===== config.mk =====
export PLATFORM = sky130hd
export DESIGN_NAME = sample_min_max_average_tracker_unit
export DESIGN_NICKNAME = d
export VERILOG_FILES = /design/src/sv/smmat_pkg.sv /design/src/sv/smmat_queue.sv /design/src/sv/smmat_front.sv /design/src/sv/smmat_back.sv /design/src/sv/sample_min_max_average_tracker_unit.sv
export SDC_FILE = /design/constraint.sdc
export NUM_CORES = 1
export LEC_CHECK = 0
export BUFFER_PORTS_ARGS = -buffer_cell sky130_fd_sc_hd__buf_2
export CAP_MARGIN = 25
export CORE_MARGIN = 10
export CORE_UTILIZATION = 50
export DETAILED_ROUTE_END_ITERATION = 8
export GPL_TIMING_DRIVEN = 0
export PLACE_DENSITY = 0.66
export SLEW_MARGIN = 20
export SYNTH_ARGS = -nofsm -noshare
export SYNTH_HDL_FRONTEND = slang
export SYNTH_SLANG_ARGS = --single-unit

===== constraint.sdc =====
create_clock -name clk -period 7 [get_ports clk]
set_clock_uncertainty 0.05 [all_clocks]
set_input_delay 0.35 -clock clk [delete_from_list [all_inputs] [get_ports clk]]
set_output_delay 0.35 -clock clk [all_outputs]
set_load 0.005 [all_outputs]

===== src/sv/smmat_pkg.sv =====
`default_nettype none

package smmat_pkg;

	// field widths
	localparam int SAMPLE_BITS = 10;
	localparam int COUNT_BITS  = 22;
	localparam int FRAC_BITS   = 4;
	localparam int SUM_BITS    = 32;
	localparam int ACTION_BITS = 2;
	localparam int AVG_BITS    = SAMPLE_BITS + FRAC_BITS;
	localparam int DIV_BITS    = SUM_BITS + FRAC_BITS;
	localparam int STEP_BITS   = $clog2(DIV_BITS + 1);

	// saturation limits
	localparam logic [COUNT_BITS-1:0] COUNT_MAX = {COUNT_BITS{1'b1}};
	localparam logic [SUM_BITS-1:0]   SUM_MAX   = {SUM_BITS{1'b1}};

	// action codes; the unused code acts as a plain sample
	localparam logic [ACTION_BITS-1:0] ACT_SAMPLE  = 2'd0;
	localparam logic [ACTION_BITS-1:0] ACT_HIDE    = 2'd1;
	localparam logic [ACTION_BITS-1:0] ACT_RESTART = 2'd2;

	// job queue depth
	localparam int QUEUE_AW    = 1;
	localparam int QUEUE_DEPTH = 1 << QUEUE_AW;

	// one classified item, statistics already updated
	typedef struct packed {
		logic [SAMPLE_BITS-1:0] sample;
		logic [SAMPLE_BITS-1:0] maximum;
		logic [SAMPLE_BITS-1:0] minimum;
		logic                   shown;
		logic [SUM_BITS-1:0]    sum;
		logic [COUNT_BITS-1:0]  count;
	} job_t;

	// queue status seen by both sides
	typedef struct packed {
		logic full;
		logic empty;
	} qstat_t;

endpackage

`default_nettype wire


===== src/sv/smmat_queue.sv =====
`default_nettype none

module smmat_queue (
	input  wire                 clk,
	input  wire                 arst_n,
	input  wire                 push,
	input  smmat_pkg::job_t     push_data,
	input  wire                 pop,
	output smmat_pkg::job_t     pop_data,
	output smmat_pkg::qstat_t   stat
);

	smmat_pkg::job_t                     entry_q [smmat_pkg::QUEUE_DEPTH];
	logic [smmat_pkg::QUEUE_AW-1:0]      wr_ptr_q;
	logic [smmat_pkg::QUEUE_AW-1:0]      rd_ptr_q;
	logic [smmat_pkg::QUEUE_AW:0]        fill_q;
	logic                                do_push;
	logic                                do_pop;

	assign stat.full  = (fill_q == (smmat_pkg::QUEUE_AW + 1)'(smmat_pkg::QUEUE_DEPTH));
	assign stat.empty = (fill_q == '0);
	assign do_push    = push && !stat.full;
	assign do_pop     = pop && !stat.empty;
	assign pop_data   = entry_q[rd_ptr_q];

	// store pushed item
	always_ff @(posedge clk) begin
		if (do_push) begin
			entry_q[wr_ptr_q] <= push_data;
		end
	end

	// advance pointers and fill level
	always_ff @(posedge clk or negedge arst_n) begin
		if (!arst_n) begin
			wr_ptr_q <= '0;
			rd_ptr_q <= '0;
			fill_q   <= '0;
		end else begin
			if (do_push) begin
				wr_ptr_q <= wr_ptr_q + 1'b1;
			end
			if (do_pop) begin
				rd_ptr_q <= rd_ptr_q + 1'b1;
			end
			if (do_push && !do_pop) begin
				fill_q <= fill_q + 1'b1;
			end else if (do_pop && !do_push) begin
				fill_q <= fill_q - 1'b1;
			end
		end
	end

endmodule

`default_nettype wire


===== src/sv/smmat_front.sv =====
`default_nettype none

module smmat_front (
	input  wire                                     clk,
	input  wire                                     arst_n,
	input  wire                                     accept,
	input  wire  [smmat_pkg::SAMPLE_BITS-1:0]       sample,
	input  wire  [smmat_pkg::ACTION_BITS-1:0]       action,
	output smmat_pkg::job_t                         job
);

	logic [smmat_pkg::SAMPLE_BITS-1:0] max_q;
	logic [smmat_pkg::SAMPLE_BITS-1:0] min_q;
	logic [smmat_pkg::SUM_BITS-1:0]    sum_q;
	logic [smmat_pkg::COUNT_BITS-1:0]  count_q;
	logic                              show_q;

	logic                              restart;
	logic                              hide;
	logic [smmat_pkg::SAMPLE_BITS-1:0] base_max;
	logic [smmat_pkg::SAMPLE_BITS-1:0] base_min;
	logic [smmat_pkg::SUM_BITS-1:0]    base_sum;
	logic [smmat_pkg::COUNT_BITS-1:0]  base_count;
	logic [smmat_pkg::SUM_BITS:0]      sum_add;

	// classify the action
	assign restart = (action == smmat_pkg::ACT_RESTART);
	assign hide    = (action == smmat_pkg::ACT_HIDE);

	// start from cleared statistics on restart
	assign base_max   = restart ? '0 : max_q;
	assign base_min   = restart ? sample : min_q;
	assign base_sum   = restart ? '0 : sum_q;
	assign base_count = restart ? '0 : count_q;

	assign sum_add = {1'b0, base_sum}
		+ {{(smmat_pkg::SUM_BITS + 1 - smmat_pkg::SAMPLE_BITS){1'b0}}, sample};

	// build updated statistics for this item
	always_comb begin
		job.sample  = sample;
		job.maximum = (sample > base_max) ? sample : base_max;
		job.minimum = (sample < base_min) ? sample : base_min;
		if (restart) begin
			job.shown = 1'b1;
		end else if (hide) begin
			job.shown = 1'b0;
		end else begin
			job.shown = show_q;
		end
		if (base_count != smmat_pkg::COUNT_MAX) begin
			job.count = base_count + 1'b1;
			job.sum   = sum_add[smmat_pkg::SUM_BITS] ? smmat_pkg::SUM_MAX
				: sum_add[smmat_pkg::SUM_BITS-1:0];
		end else begin
			job.count = base_count;
			job.sum   = base_sum;
		end
	end

	// hold running statistics
	always_ff @(posedge clk or negedge arst_n) begin
		if (!arst_n) begin
			max_q   <= '0;
			min_q   <= '0;
			sum_q   <= '0;
			count_q <= '0;
			show_q  <= 1'b0;
		end else if (accept) begin
			max_q   <= job.maximum;
			min_q   <= job.minimum;
			sum_q   <= job.sum;
			count_q <= job.count;
			show_q  <= job.shown;
		end
	end

endmodule

`default_nettype wire


===== src/sv/smmat_back.sv =====
`default_nettype none

module smmat_back (
	input  wire                                     clk,
	input  wire                                     arst_n,
	input  smmat_pkg::qstat_t                       stat,
	input  smmat_pkg::job_t                         job,
	output logic                                    pop,
	output logic                                    result_valid,
	input  wire                                     result_stall,
	output logic [smmat_pkg::SAMPLE_BITS-1:0]       current_sample,
	output logic [smmat_pkg::AVG_BITS-1:0]          average_fixed,
	output logic [smmat_pkg::SAMPLE_BITS-1:0]       maximum,
	output logic [smmat_pkg::SAMPLE_BITS-1:0]       minimum,
	output logic                                    stats_shown
);

	localparam logic [1:0] ST_IDLE = 2'd0;
	localparam logic [1:0] ST_DIV  = 2'd1;
	localparam logic [1:0] ST_DONE = 2'd2;

	logic [1:0]                          state_q;
	logic [smmat_pkg::STEP_BITS-1:0]     step_q;
	logic [smmat_pkg::DIV_BITS-1:0]      dvd_q;
	logic [smmat_pkg::DIV_BITS-1:0]      quo_q;
	logic [smmat_pkg::COUNT_BITS-1:0]    rem_q;
	logic [smmat_pkg::COUNT_BITS-1:0]    div_q;
	logic [smmat_pkg::SAMPLE_BITS-1:0]   sample_q;
	logic [smmat_pkg::SAMPLE_BITS-1:0]   max_q;
	logic [smmat_pkg::SAMPLE_BITS-1:0]   min_q;
	logic                                shown_q;
	logic                                valid_q;

	logic [smmat_pkg::COUNT_BITS:0]      rem_shift;
	logic [smmat_pkg::COUNT_BITS:0]      rem_diff;
	logic                                fits;
	logic                                load_out;

	assign pop      = (state_q == ST_IDLE) && !stat.empty;
	assign load_out = (state_q == ST_DONE) && (!valid_q || !result_stall);

	// one restoring division step
	assign rem_shift = {rem_q, dvd_q[smmat_pkg::DIV_BITS-1]};
	assign rem_diff  = rem_shift - {1'b0, div_q};
	assign fits      = (rem_shift >= {1'b0, div_q});

	// sequence: take job, divide, hand to output register
	always_ff @(posedge clk or negedge arst_n) begin
		if (!arst_n) begin
			state_q <= ST_IDLE;
			step_q  <= '0;
		end else begin
			case (state_q)
				ST_IDLE: begin
					if (!stat.empty) begin
						state_q <= ST_DIV;
						step_q  <= smmat_pkg::STEP_BITS'(smmat_pkg::DIV_BITS);
					end
				end
				ST_DIV: begin
					step_q <= step_q - 1'b1;
					if (step_q == smmat_pkg::STEP_BITS'(1)) begin
						state_q <= ST_DONE;
					end
				end
				ST_DONE: begin
					if (load_out) begin
						state_q <= ST_IDLE;
					end
				end
				default: begin
					state_q <= ST_IDLE;
				end
			endcase
		end
	end

	// load job and iterate the quotient
	always_ff @(posedge clk) begin
		if (pop) begin
			sample_q <= job.sample;
			max_q    <= job.maximum;
			min_q    <= job.minimum;
			shown_q  <= job.shown;
			div_q    <= job.count;
			dvd_q    <= smmat_pkg::DIV_BITS'(job.sum) << smmat_pkg::FRAC_BITS;
			quo_q    <= '0;
			rem_q    <= '0;
		end else if (state_q == ST_DIV) begin
			dvd_q <= dvd_q << 1;
			quo_q <= {quo_q[smmat_pkg::DIV_BITS-2:0], fits};
			rem_q <= fits ? rem_diff[smmat_pkg::COUNT_BITS-1:0]
				: rem_shift[smmat_pkg::COUNT_BITS-1:0];
		end
	end

	// hold result until taken
	always_ff @(posedge clk or negedge arst_n) begin
		if (!arst_n) begin
			valid_q <= 1'b0;
		end else begin
			valid_q <= load_out || (valid_q && result_stall);
		end
	end

	always_ff @(posedge clk) begin
		if (load_out) begin
			current_sample <= sample_q;
			average_fixed  <= quo_q[smmat_pkg::AVG_BITS-1:0];
			maximum        <= max_q;
			minimum        <= min_q;
			stats_shown    <= shown_q;
		end
	end

	assign result_valid = valid_q;

endmodule

`default_nettype wire


===== src/sv/sample_min_max_average_tracker_unit.sv =====
// Channel   Handshake                     Fields
// sample    sample_valid / sample_stall   sample[9:0], action[1:0]
// result    result_valid / result_stall   current_sample, average_fixed, maximum,
//                                         minimum, stats_shown
//
// In the back end each item is taken from the queue, runs through 36 steps of the
// restoring divider for the mean and is then loaded into the output register.
// The front updates the statistics in the accept cycle and queues up to two items.
// Reset clears the statistics (minimum and maximum 0, hidden) and empties the queue.
// sample_stall is high while the queue is full; a stalled result holds the back end
// only once its next division is done.
`default_nettype none

module sample_min_max_average_tracker_unit (
	input  wire                                     clk,
	input  wire                                     arst_n,
	input  wire                                     sample_valid,
	output logic                                    sample_stall,
	input  wire  [smmat_pkg::SAMPLE_BITS-1:0]       sample,
	input  wire  [smmat_pkg::ACTION_BITS-1:0]       action,
	output logic                                    result_valid,
	input  wire                                     result_stall,
	output logic [smmat_pkg::SAMPLE_BITS-1:0]       current_sample,
	output logic [smmat_pkg::AVG_BITS-1:0]          average_fixed,
	output logic [smmat_pkg::SAMPLE_BITS-1:0]       maximum,
	output logic [smmat_pkg::SAMPLE_BITS-1:0]       minimum,
	output logic                                    stats_shown
);

	smmat_pkg::job_t    push_job;
	smmat_pkg::job_t    pop_job;
	smmat_pkg::qstat_t  q_stat;
	logic               accept;
	logic               pop;

	assign sample_stall = q_stat.full;
	assign accept       = sample_valid && !q_stat.full;

	// classify items and update statistics
	smmat_front u_front (
		.clk    (clk),
		.arst_n (arst_n),
		.accept (accept),
		.sample (sample),
		.action (action),
		.job    (push_job)
	);

	// decouple front and back
	smmat_queue u_queue (
		.clk       (clk),
		.arst_n    (arst_n),
		.push      (accept),
		.push_data (push_job),
		.pop       (pop),
		.pop_data  (pop_job),
		.stat      (q_stat)
	);

	// divide for the mean and drive results
	smmat_back u_back (
		.clk            (clk),
		.arst_n         (arst_n),
		.stat           (q_stat),
		.job            (pop_job),
		.pop            (pop),
		.result_valid   (result_valid),
		.result_stall   (result_stall),
		.current_sample (current_sample),
		.average_fixed  (average_fixed),
		.maximum        (maximum),
		.minimum        (minimum),
		.stats_shown    (stats_shown)
	);

	// running maximum never falls below running minimum
	a_max_ge_min: assert property (@(posedge clk) disable iff (!arst_n)
		result_valid |-> (maximum >= minimum))
		else $error("maximum below minimum");

	// mean stays within the sample range
	a_avg_le_max: assert property (@(posedge clk) disable iff (!arst_n)
		result_valid |->
			(average_fixed <= (smmat_pkg::AVG_BITS'(maximum) << smmat_pkg::FRAC_BITS)))
		else $error("mean above maximum");

	a_avg_ge_min: assert property (@(posedge clk) disable iff (!arst_n)
		result_valid |->
			(average_fixed >= (smmat_pkg::AVG_BITS'(minimum) << smmat_pkg::FRAC_BITS)))
		else $error("mean below minimum");

	// queue never reports full and empty together
	a_queue_state: assert property (@(posedge clk) disable iff (!arst_n)
		!(q_stat.full && q_stat.empty))
		else $error("queue status inconsistent");

endmodule

`default_nettype wire


==> metrics.md <==
| Metric | Value |
|---|---|
| Post-layout min period | `4620 ps` |
| Peak Freq | `0.217 GHz` |
| Antenna-violating nets left | `0` |
| Worst setup path class | `in -> reg` |
| CP required | `7310 ps` |
| Most used cell, CP | `buf_2` |
| Wirelength, routed | `43200 um` |
| Maximum vdd drop | `0.000287 V` |
| Cell variety after synth | `81` |
| Vias in the first global route | `12572` |
| IO Pins | `63` |
| Combined area of the multi-input logic cells | `6850 um2` |
| Syn avg cell area | `12.5 um2` |
| Critical path's slowest cell | `buf_1` |
| Residual DRC count | `0` |
| Share of cells above drive strength 1 | `16.4%` |
| Leak | `8.74 nW` |
| Die area | `46800 um2` |
| Met3 usage | `2.92%` |
| Critical R2R Capture | `u_queue.entry_q[1][40]` |
| FF-to-FF setup slack | `3380 ps` |
| Yosys warning count | `0` |
| CP Max Fanout | `10` |
| Vias after detailed routing | `12470` |
| First-pass DRT Iterations | `5` |
| Post-layout total power | `9.62 mW` |
| Synth-to-Final Area Change | `14.5%` |
| Die H | `216 um` |
| Total of max-cap violations | `0` |
| Fin. max-slew vios | `0` |
| Antenna violations before repair | `1` |
| Endpoints failing setup | `0` |
| Startpoint class of the critical path | `input pin` |
| Global-route usage over all layers | `18.5%` |
| Hold Crit Class | `in -> reg` |
| Layout Cells excl Fill | `2205` |
| HPWL Detailed | `30100 um` |
| Critical path cell sequence | `buf_2, nand2b_1, buf_2, clkbuf_1, clkbuf_1, buf_1, mux2i_1, ha_1, a2111oi_0, a21oi_1, or3_1, a21oi_1, buf_2, mux2i_1` |
| Initial Util | `51.0%` |
| Most common cell after layout, fill and taps aside | `edfxtp_1` |
| Post-CTS Resized | `0` |
| R2r startpoint | `u_front.sum_q[0]` |
| Grt ovf | `0` |
| Placed cells | `2121` |
| Hold Path End | `u_queue.entry_q[0][75]` |
| Worst path max stage delay | `820 ps` |
| CTS tree | `done` |
| Pwr/cell area | `436 nW/um2` |
| Clk sinks | `424` |
| Post-Syn Instances | `1539` |
| Fin. Hold Viols | `0` |
| Setup TNS | `0 ps` |
| Status | `finished clean` |
| H-tree Lvls | `2` |
| N_diodes | `0` |
| DR vias/cell | `5.66` |
| # rows | `71` |
| Most frequent cells in the layout | `edfxtp_1 (300), nand2_1 (194), o21ai_0 (104)` |
| Hold slack | `57.9 ps` |
| Core Region | `37800 um2` |
| Rel. slew slack | `31.8%` |
| First-pass GRT wire length | `69300 um` |
| CP Buf/Inv Count | `6` |
| Hold Crit Start | `sample[0]` |
| R2R cell count | `13` |
| DRT iter0 DRCs | `969` |
| Met2 usage | `30.0%` |
| CTS Buffer Depth | `3` |
| Dominant synthesized flop cell | `edfxtp_1` |
| Worst-Margin Slew | `1020 ps` |
| CP endpoint kind | `flop` |
| Seq. cell area | `11900 um2` |
| NumNets Final | `1731` |
| CTS Root Cell | `clkbuf_16` |
| Global route hottest layer | `met2` |
| RSZ-0062 raised after global routing | `no` |
| Crit path max-delay family | `buffers and inverters` |
| Fin util | `58.3%` |
| Hold path depth | `1` |
| Port bufs | `62` |
| Syn_nets | `1612` |
| Register area share after synthesis | `61.9%` |
| Worst EP arrival | `4930 ps` |
| Gp weighted congestion | `0.880` |
| Tcrit/Tclk final | `66.0%` |
| M1 GR Usage | `25.3%` |
| Die width | `216 um` |
| Post-synth EDFFs | `300` |
| Clk Latency, worst-skew pair | `580 ps` |
| Clk slew on worst S/H paths | `60 ps` |
| Per-cell routed wire length | `19.6 um` |
| Pin count of the biggest net entering global routing | `47` |
| Yosys reg bits | `424` |
| Fillers | `3091` |
| Asr flop ratio synth | `20.8%` |
| Total CTS buffers | `44` |
| Mapped Area | `19300 um2` |
==> cell families after synthesis <==
group           after synthesis  synth area share, %
flops                       424                 61.9
compound gates              290                 9.82
simple gates                421                 10.3
buf+inv                     129                 2.76
fa+ha+maj                    58                 3.83
xor+xnor                     64                 2.91
mux                         153                 8.46
==> power breakdown <==
part,internal [mW],total [mW],switching (mW),leakage [nW]
combinational,1.29,3.20,1.91,3.70
clock,1.48,2.46,0.988,0.769
sequential,3.66,3.95,0.289,4.27
==> sequential cells by signal (all words and copies together) (netlist names), 6 cells and up <==
register	cells
u_back.minimum	10
u_back.quo_q	14
u_back.average_fixed	14
u_back.step_q	6
u_front.sum_q	32
u_back.min_q	10
u_back.max_q	10
u_back.div_q	22
u_queue.entry_q	170
u_back.rem_q	22
u_back.current_sample	10
u_back.dvd_q	32
u_front.max_q	10
u_front.count_q	22
u_back.sample_q	10
u_back.maximum	10
u_front.min_q	10
==> stage by stage <==
step	area, um2	setup slack [ps]
floorplan	19300	1840
global placement	20200	-1430
detailed placement	20500	1850
CTS	22100	2440
global route	22100	2160
finish	22100	2380
==> repair_timing <==
| action | CTS | global route |
|---|---|---|
| hold buffers | 2 | 0 |
| hold endpoints to repair | 46 | 0 |
| setup buffers | 0 | 0 |
==> per-layer routing <==
layer,share of wire [%],up-vias,wire length (um)
met5,0,-,0
met4,2.2,0,946
met3,5.0,75,2180
met2,47,318,20200
met1,46,6169,19900
li1,-,5908,-
==> layout make-up <==
type	instances	area share (%)
clock buffer	63	5.81
clock inverter	19	1.26
timing repair buffer	73	2.54
buffer	70	1.43
inverter	59	1.00
tap	511	2.90
sequential	424	54.0
multi-input combinational	986	31.0
==> how the worst max path moves through the flow <==
stage,startpoint,endpoint,depth (start not counted)
floorplan,u_queue.fill_q[0],u_queue.entry_q[0][0],5
global placement,u_queue.fill_q[0],u_queue.entry_q[0][12],5
detailed placement,action[0],u_queue.entry_q[0][64],14
CTS,action[0],u_queue.entry_q[1][64],14
global route,action[0],u_queue.entry_q[0][62],14
finish,action[0],u_queue.entry_q[0][64],14
==> cell usage after synthesis, drive strengths merged (4+ instances only) <==
cell	number	area, um2
nor3	14	75.1
dfxtp	36	721
nor4	7	62.6
a21oi	56	280
and2	16	100
a41oi	4	35.0
o31a	4	35.0
and3	14	88.8
a31oi	15	93.8
mux2i	73	731
a32oi	5	43.8
nand2b	5	31.3
or3	7	48.8
mux2	80	901
buf	26	145
o2bb2ai	5	43.8
xor2	31	272
o41ai	4	42.6
a21o	19	143
and4	9	78.8
clkbuf	44	166
o21ai	115	606
nand4	15	100
o211ai	9	92.6
dfrtp	88	2200
o21a	8	60.1
o311ai	5	43.8
ha	55	688
nor2	76	288
a22o	8	70.1
edfxtp	300	9010
inv	58	218
o31ai	14	105
nand2	196	741
nor2b	8	50.1
or4	4	33.8
nand3	42	210
xnor2	33	289
(Power assumes the default switching activity.)
